### src/hw/rtl/fpm_pkg.sv
// shared constants and stage payload type for the float32 multiplier
package fpm_pkg;
    localparam int unsigned ExpBias = 127;
    localparam int unsigned ExpMaxNormal = 254;
    localparam int unsigned SigBits = 24;
    localparam int unsigned FracBits = 23;
    localparam int unsigned NumCells = 4;
    localparam logic [31:0] WordPosInf = 32'h7F80_0000;

    typedef struct packed {
        logic        special;
        logic [31:0] special_word;
        logic        sign;
        logic [9:0]  exp_s;
        logic [47:0] prod;
        logic [23:0] sig;
        logic [31:0] word;
    } t_lane;
endpackage

### src/hw/rtl/float32_multiplier.sv
// float32 multiplier top level: chain of four pipeline cells
// an accepted input beat is registered in each of the four cells in turn before output valid
// throughput: one beat per cycle while the output is not stalled, set by the four-cell chain with one multiply cell
// stall ripples back through the cells combinationally
// reset clears all cell valid bits; payload is not reset
module float32_multiplier
    import fpm_pkg::*;
(
    input  logic        i_clk,
    input  logic        i_rst_n,
    input  logic        i_valid,
    output logic        o_stall,
    input  logic [31:0] i_operand_a,
    input  logic [31:0] i_operand_b,
    output logic        o_valid,
    input  logic        i_stall,
    output logic [31:0] o_product
);
    logic  w_v [NumCells+1];
    logic  w_s [NumCells+1];
    t_lane w_l [NumCells+1];

    always_comb begin
        w_l[0] = '0;
        w_l[0].word = i_operand_a;
        w_l[0].special_word = i_operand_b;
    end
    assign w_v[0] = i_valid;
    assign o_stall = w_s[0];
    assign w_s[NumCells] = i_stall;

    for (genvar g = 0; g < NumCells; g++) begin : g_cell
        fpm_cell u_cell (
            .i_clk  (i_clk),
            .i_rst_n(i_rst_n),
            .i_stage(2'(g)),
            .i_valid(w_v[g]),
            .o_stall(w_s[g]),
            .i_lane (w_l[g]),
            .o_valid(w_v[g+1]),
            .i_stall(w_s[g+1]),
            .o_lane (w_l[g+1])
        );
    end

    assign o_valid   = w_v[NumCells];
    assign o_product = w_l[NumCells].word;
endmodule

### src/hw/rtl/fpm_cell.sv
// one pipeline cell: register slot with valid and stall forwarding, op chosen by stage index
module fpm_cell
    import fpm_pkg::*;
(
    input  logic       i_clk,
    input  logic       i_rst_n,
    input  logic [1:0] i_stage,
    input  logic       i_valid,
    output logic       o_stall,
    input  t_lane      i_lane,
    output logic       o_valid,
    input  logic       i_stall,
    output t_lane      o_lane
);
    logic  r_valid;
    t_lane r_lane;
    t_lane n_lane;
    logic  w_load;
    logic [23:0] w_sa, w_sb, w_sig;
    logic [31:0] w_ma, w_mb;
    logic [47:0] w_p;
    logic [9:0]  w_e, w_t;
    logic [24:0] w_r;
    logic        w_rnd, w_stk;

    assign o_stall = r_valid && i_stall;
    assign w_load  = !o_stall;

    always_comb begin
        n_lane = i_lane;
        w_ma = i_lane.word & 32'h7FFF_FFFF;
        w_mb = i_lane.special_word & 32'h7FFF_FFFF;
        w_sa = {(w_ma[30:23] != 8'd0), w_ma[22:0]};
        w_sb = {(w_mb[30:23] != 8'd0), w_mb[22:0]};
        w_p = i_lane.prod;
        w_e = i_lane.exp_s;
        w_sig = w_p[47:24];
        w_rnd = w_p[23];
        w_stk = (w_p[22:0] != 23'd0);
        w_r = {1'b0, w_sig} + 25'd1;
        w_t = 10'd1 - w_e;
        unique case (i_stage)
            2'd0: begin
                // operand a in word, operand b in special_word
                n_lane.sign = i_lane.word[31] ^ i_lane.special_word[31];
                n_lane.special = (w_ma == 32'd0) || (w_mb == 32'd0);
                n_lane.special_word = (((w_ma == 32'd0) && (w_mb == WordPosInf)) ||
                    ((w_mb == 32'd0) && (w_ma == WordPosInf))) ? WordPosInf : 32'd0;
                n_lane.exp_s = 10'({2'b0, w_ma[30:23]}) + 10'({2'b0, w_mb[30:23]})
                    - 10'(ExpBias);
                n_lane.prod = w_sa * w_sb;
            end
            2'd1: begin
                if (w_p[47]) begin
                    n_lane.exp_s = w_e + 10'd1;
                end else begin
                    n_lane.prod = {w_p[46:0], 1'b0};
                end
            end
            2'd2: begin
                n_lane.sig = w_sig;
                if (w_rnd && (w_stk || w_sig[0])) begin
                    if (w_r[24]) begin
                        n_lane.sig = w_r[24:1];
                        n_lane.exp_s = w_e + 10'd1;
                    end else begin
                        n_lane.sig = w_r[23:0];
                    end
                end
            end
            default: begin
                n_lane.word = 32'd0;
                if (i_lane.special) begin
                    n_lane.word = i_lane.special_word;
                end else if (!w_e[9] && (w_e > 10'(ExpMaxNormal))) begin
                    n_lane.word = WordPosInf;
                end else if (w_e[9] || (w_e == 10'd0)) begin
                    if (w_t < 10'(SigBits)) begin
                        n_lane.sig = i_lane.sig >> w_t[4:0];
                        n_lane.word = {i_lane.sign, 8'(n_lane.sig[23] ? 8'd1 : 8'd0),
                            n_lane.sig[22:0]};
                    end
                end else begin
                    n_lane.word = {i_lane.sign, i_lane.sig[23] ? w_e[7:0] : 8'd0,
                        i_lane.sig[22:0]};
                end
            end
        endcase
    end

    always_ff @(posedge i_clk) begin
        if (!i_rst_n) begin
            r_valid <= 1'b0;
        end else if (w_load) begin
            r_valid <= i_valid;
        end
        if (w_load && i_valid) begin
            r_lane <= n_lane;
        end
    end

    assign o_valid = r_valid;
    assign o_lane  = r_lane;
endmodule

### config.mk
export PLATFORM = sky130hd
export DESIGN_NAME = float32_multiplier
export DESIGN_NICKNAME = d
export VERILOG_FILES = /design/src/hw/rtl/fpm_pkg.sv /design/src/hw/rtl/float32_multiplier.sv /design/src/hw/rtl/fpm_cell.sv
export SDC_FILE = /design/constraint.sdc
export NUM_CORES = 2
export LEC_CHECK = 0
export BUFFER_PORTS_ARGS = -buffer_cell sky130_fd_sc_hd__clkbuf_2
export CAP_MARGIN = 20
export CORE_AREA = 2 2 474 476
export CTS_CLUSTER_DIAMETER = 50
export DETAILED_ROUTE_END_ITERATION = 7
export DIE_AREA = 0 0 476 478
export HOLD_SLACK_MARGIN = 0.06
export PLACE_DENSITY = 0.67
export SYNTH_ARGS = -nofsm -noshare
export SYNTH_HDL_FRONTEND = slang
export SYNTH_HIERARCHICAL = 1
export SYNTH_SLANG_ARGS = --single-unit
### constraint.sdc
create_clock -name i_clk -period 14.8 [get_ports i_clk]
set_input_delay 2.22 -clock i_clk [delete_from_list [all_inputs] [get_ports i_clk]]
set_output_delay 2.22 -clock i_clk [all_outputs]
set_load 0.005 [all_outputs]
**Yosys cells after proc, flatten, opt, wreduce, memory -nomap -nowiden**

Index checks and enable logic that the tools add are counted.

- Register bits: 288
- Logic and storage cells: 75

- Add/sub/neg operators: 6
- $mul: 1
- $lt $le $gt $ge: 2
- Equality and inequality tests: 2
- Shifts and indexed selects: 1
- Multiplexer cells: 13
- Bitwise operators: 1
- Reductions and logical operators: 27

Operators with widths:

| kind | count |
|---|---|
| $mux 32 | 4 |
| $logic_not 32->1 | 2 |
| $eq 31x31->1 const B | 2 |
| $mul 24x24->48 | 1 |
| $mux 24 | 2 |
| $mux 47 | 1 |
| $mux 31 | 1 |
| $mux 10 | 3 |
| $add 24x1->25 const B | 1 |
| $shr 24x5->24 | 1 |
| $reduce_bool 23->1 | 1 |
| $add 10x1->10 const B | 2 |
| $reduce_bool 8->1 | 2 |
| $logic_and 1x1->1 | 12 |
| $gt 10x8->1 const B | 1 |
| $logic_not 10->1 | 1 |
| $lt 10x5->1 const B | 1 |
| $sub 1x10->10 const A | 1 |
| $sub 10x7->10 const B | 1 |
| $add 8x8->9 | 1 |
| $mux 8 | 1 |
| $logic_not 1->1 | 5 |
| $logic_or 1x1->1 | 4 |
| $mux 1 | 1 |
| $xor 1x1->1 | 1 |

**Logic depth before layout (Yosys ltp)**

- Word-level depth: 7
- Gate-level depth with buffers: 28
- Depth with buffers taken out: 25

**By module**

Netlist, hierarchy kept.

By module, submodules not included:

| module | times used | cells each | area each (um^2) |
|---|---|---|---|
| fpm_cell (g_cell[1].u_cell ...) | 2 | 3220 | 28596.2 |
| fpm_cell (g_cell[3].u_cell) | 1 | 3312 | 29283.1 |
| fpm_cell (g_cell[0].u_cell) | 1 | 3185 | 28547.4 |
| float32_multiplier | 1 | 2 | 7.5 |

**Worst setup path after synthesis**

Ideal clock, no wire load.

- Path kind: input to register
- Start: input i_stall
- End: register g_cell[0].u_cell/o_lane[0] (netlist name)
- Arrival time: 9.455 ns
- Path slack: 4.669 ns
- Stages on the path: 5
- Cells stage by stage: and2_1 -> and2_1 -> and2_1 -> and2_1 -> nor2b_1

RTL lines:

| element | RTL line | source |
|---|---|---|
| start, declared | float32_multiplier.sv:16 | `input logic i_stall,` |

==> impl_metrics.tcl <==
set metrics [dict create \
    status "finished, final reports clean" \
    grt_pass1_vias 58700 \
    endpoint_kind "flip-flop" \
    clkTransAtPathRegs_ns 0.06 \
    insertion_delay_ns 0.69 \
    dpl_cell_area_um2 72500 \
    rsz0062_at_grt "false" \
    wl_per_cell_um 21.1 \
    hold_violations 0 \
    min_period_ns 8.97 \
    drt_wl_total_um 230000 \
    vias_per_cell 5.24 \
    slew_headroom_pct 21.7 \
    hold_ws_ns 0.486 \
    clockBufferDepth 3 \
    initial_utilization_pct 30.7 \
    syn_to_final_growth_pct 8.89 \
    finalSetupViolCount 0 \
    dieArea_um2 228000 \
    numCtsBuffers 60 \
    synthCells 7764 \
    required_ns 15.24 \
    root_buffer "clkbuf_16" \
    initialDrtViolationCount 5498 \
    grt_antenna_before_repair 10 \
    final.setup.tns_ns 0 \
    maxCapViolCount 0 \
    io_pins 102 \
    synthesis.area_um2 68500 \
    finalClockSkew_ns 0.0654 \
    syn_area_per_cell_um2 8.83 \
    grt-ovfl-total 0 \
    die_w_um 476 \
    nets 9255 \
    dr.pass1.iters 8 \
    grt_max_degree 85 \
    max_clock_freq_mhz 112 \
    h-tree-depth 2 \
    placementRows 174 \
    period_share_pct 60.6 \
    cp_max_fo 27 \
    vias 56900 \
    ant_nets 0 \
    grt_pass1_wl_um 355000 \
    rrSetupSlack_ns 10.76 \
    core_um2 223000 \
    crit_type "input pin to flip-flop" \
    die_y_um 478 \
    place_hpwl_um 172000 \
    worst_pin_slew_ns 1.16 \
    yosys_warnings 6 \
    hold_class "flip-flop to flip-flop" \
    drc 0 \
    io_buffer_count 101 \
    arrival_ns 9.41 \
    ctsHoldBuffers 0 \
    finish.utilization_pct 33.4 \
    gp_congestion 0.950 \
    drv_slew 0 \
    startpoint_type "input pin" \
    drive_above_1_share_pct 5.70 \
    post_cts_resized 0 \
    track_usage_pct 20.0 \
    post_cts_buffers 0 \
    cts.sinks 432 \
    final_area_um2 74600 \
    cts_tree "yes" \
]
==> worst paths after layout <==
check / end / cells past startpoint / from
min reg2reg: g_cell[1].u_cell/o_valid / 1 / g_cell[0].u_cell/o_valid
max reg2reg: g_cell[3].u_cell/o_lane[15] / 11 / g_cell[2].u_cell/o_lane[105]
min: g_cell[1].u_cell/o_valid / 1 / g_cell[0].u_cell/o_valid
max: g_cell[0].u_cell/o_lane[91] / 24 / i_operand_b[13]
==> cell type report <==
cell class / instances / area, um^2
diodes: 5 / 12.5
fillers: 23000 / 149000
flip-flops and latches: 432 / 12900
clock inverters: 44 / 556
well taps: 2992 / 3740
clock buffers: 66 / 1520
repair buffers: 190 / 1190
inverters: 1130 / 4260
multi-input cells: 5995 / 50400
==> metrics by stage <==
stage                     worst slack [ns]  instances
final                                 5.83      10900
after global routing                  5.39      10900
after CTS                             5.89      10800
after detailed placement              5.18      10700
after global placement                5.13      10700
after floorplan                       4.67       8158
==> sequential cells by signal, summed over array words and instances (netlist names) <==
signal                 flops
g_cell.u_cell/o_lane     428
g_cell.u_cell/o_valid      4
==> cell usage in the layout, fill, tap and decap left out, types with 77 or more instances in the layout <==
master,instances
buf_4,88
conb_1,396
fa_1,967
nor3_1,82
edfxtp_1,428
inv_1,1120
a21oi_1,373
xnor2_1,77
ha_1,411
o22ai_1,77
a22oi_1,79
nand3_1,93
nor2b_1,106
mux2i_1,113
clkbuf_2,101
o21ai_0,307
nand2_1,1219
nor2_1,330
and2_1,443
==> layer usage <==
metal / share of wire [%] / vias to the layer above / track usage (%)
met5: 0.0057 / - / 0
met1: 40 / 28500 / 26.2
met3: 8.4 / 539 / 3.37
met2: 47 / 2696 / 32.9
li1: - / 25200 / -
met4: 4.5 / 2 / 7.89
==> critical path: stages <==
cell and delay [ns]:
clkbuf_2 0.78, nand2_1 0.18, fa_1 0.55, inv_1 0.06, fa_1 0.54, inv_1 0.06
fa_1 0.50, inv_1 0.05, fa_1 0.47, inv_1 0.06, fa_1 0.50, fa_1 0.57
inv_1 0.07, fa_1 0.48, ha_1 0.38, a21oi_1 0.21, o21ai_0 0.15, a21bo_2 0.23
a221o_1 0.34, a21oi_1 0.22, a41oi_1 0.25, a21boi_0 0.29, xor2_1 0.16, o21ai_0 0.08
Power is not shown: default switching activity piles up to over one toggle a cycle in this logic, so the estimate is an artifact.
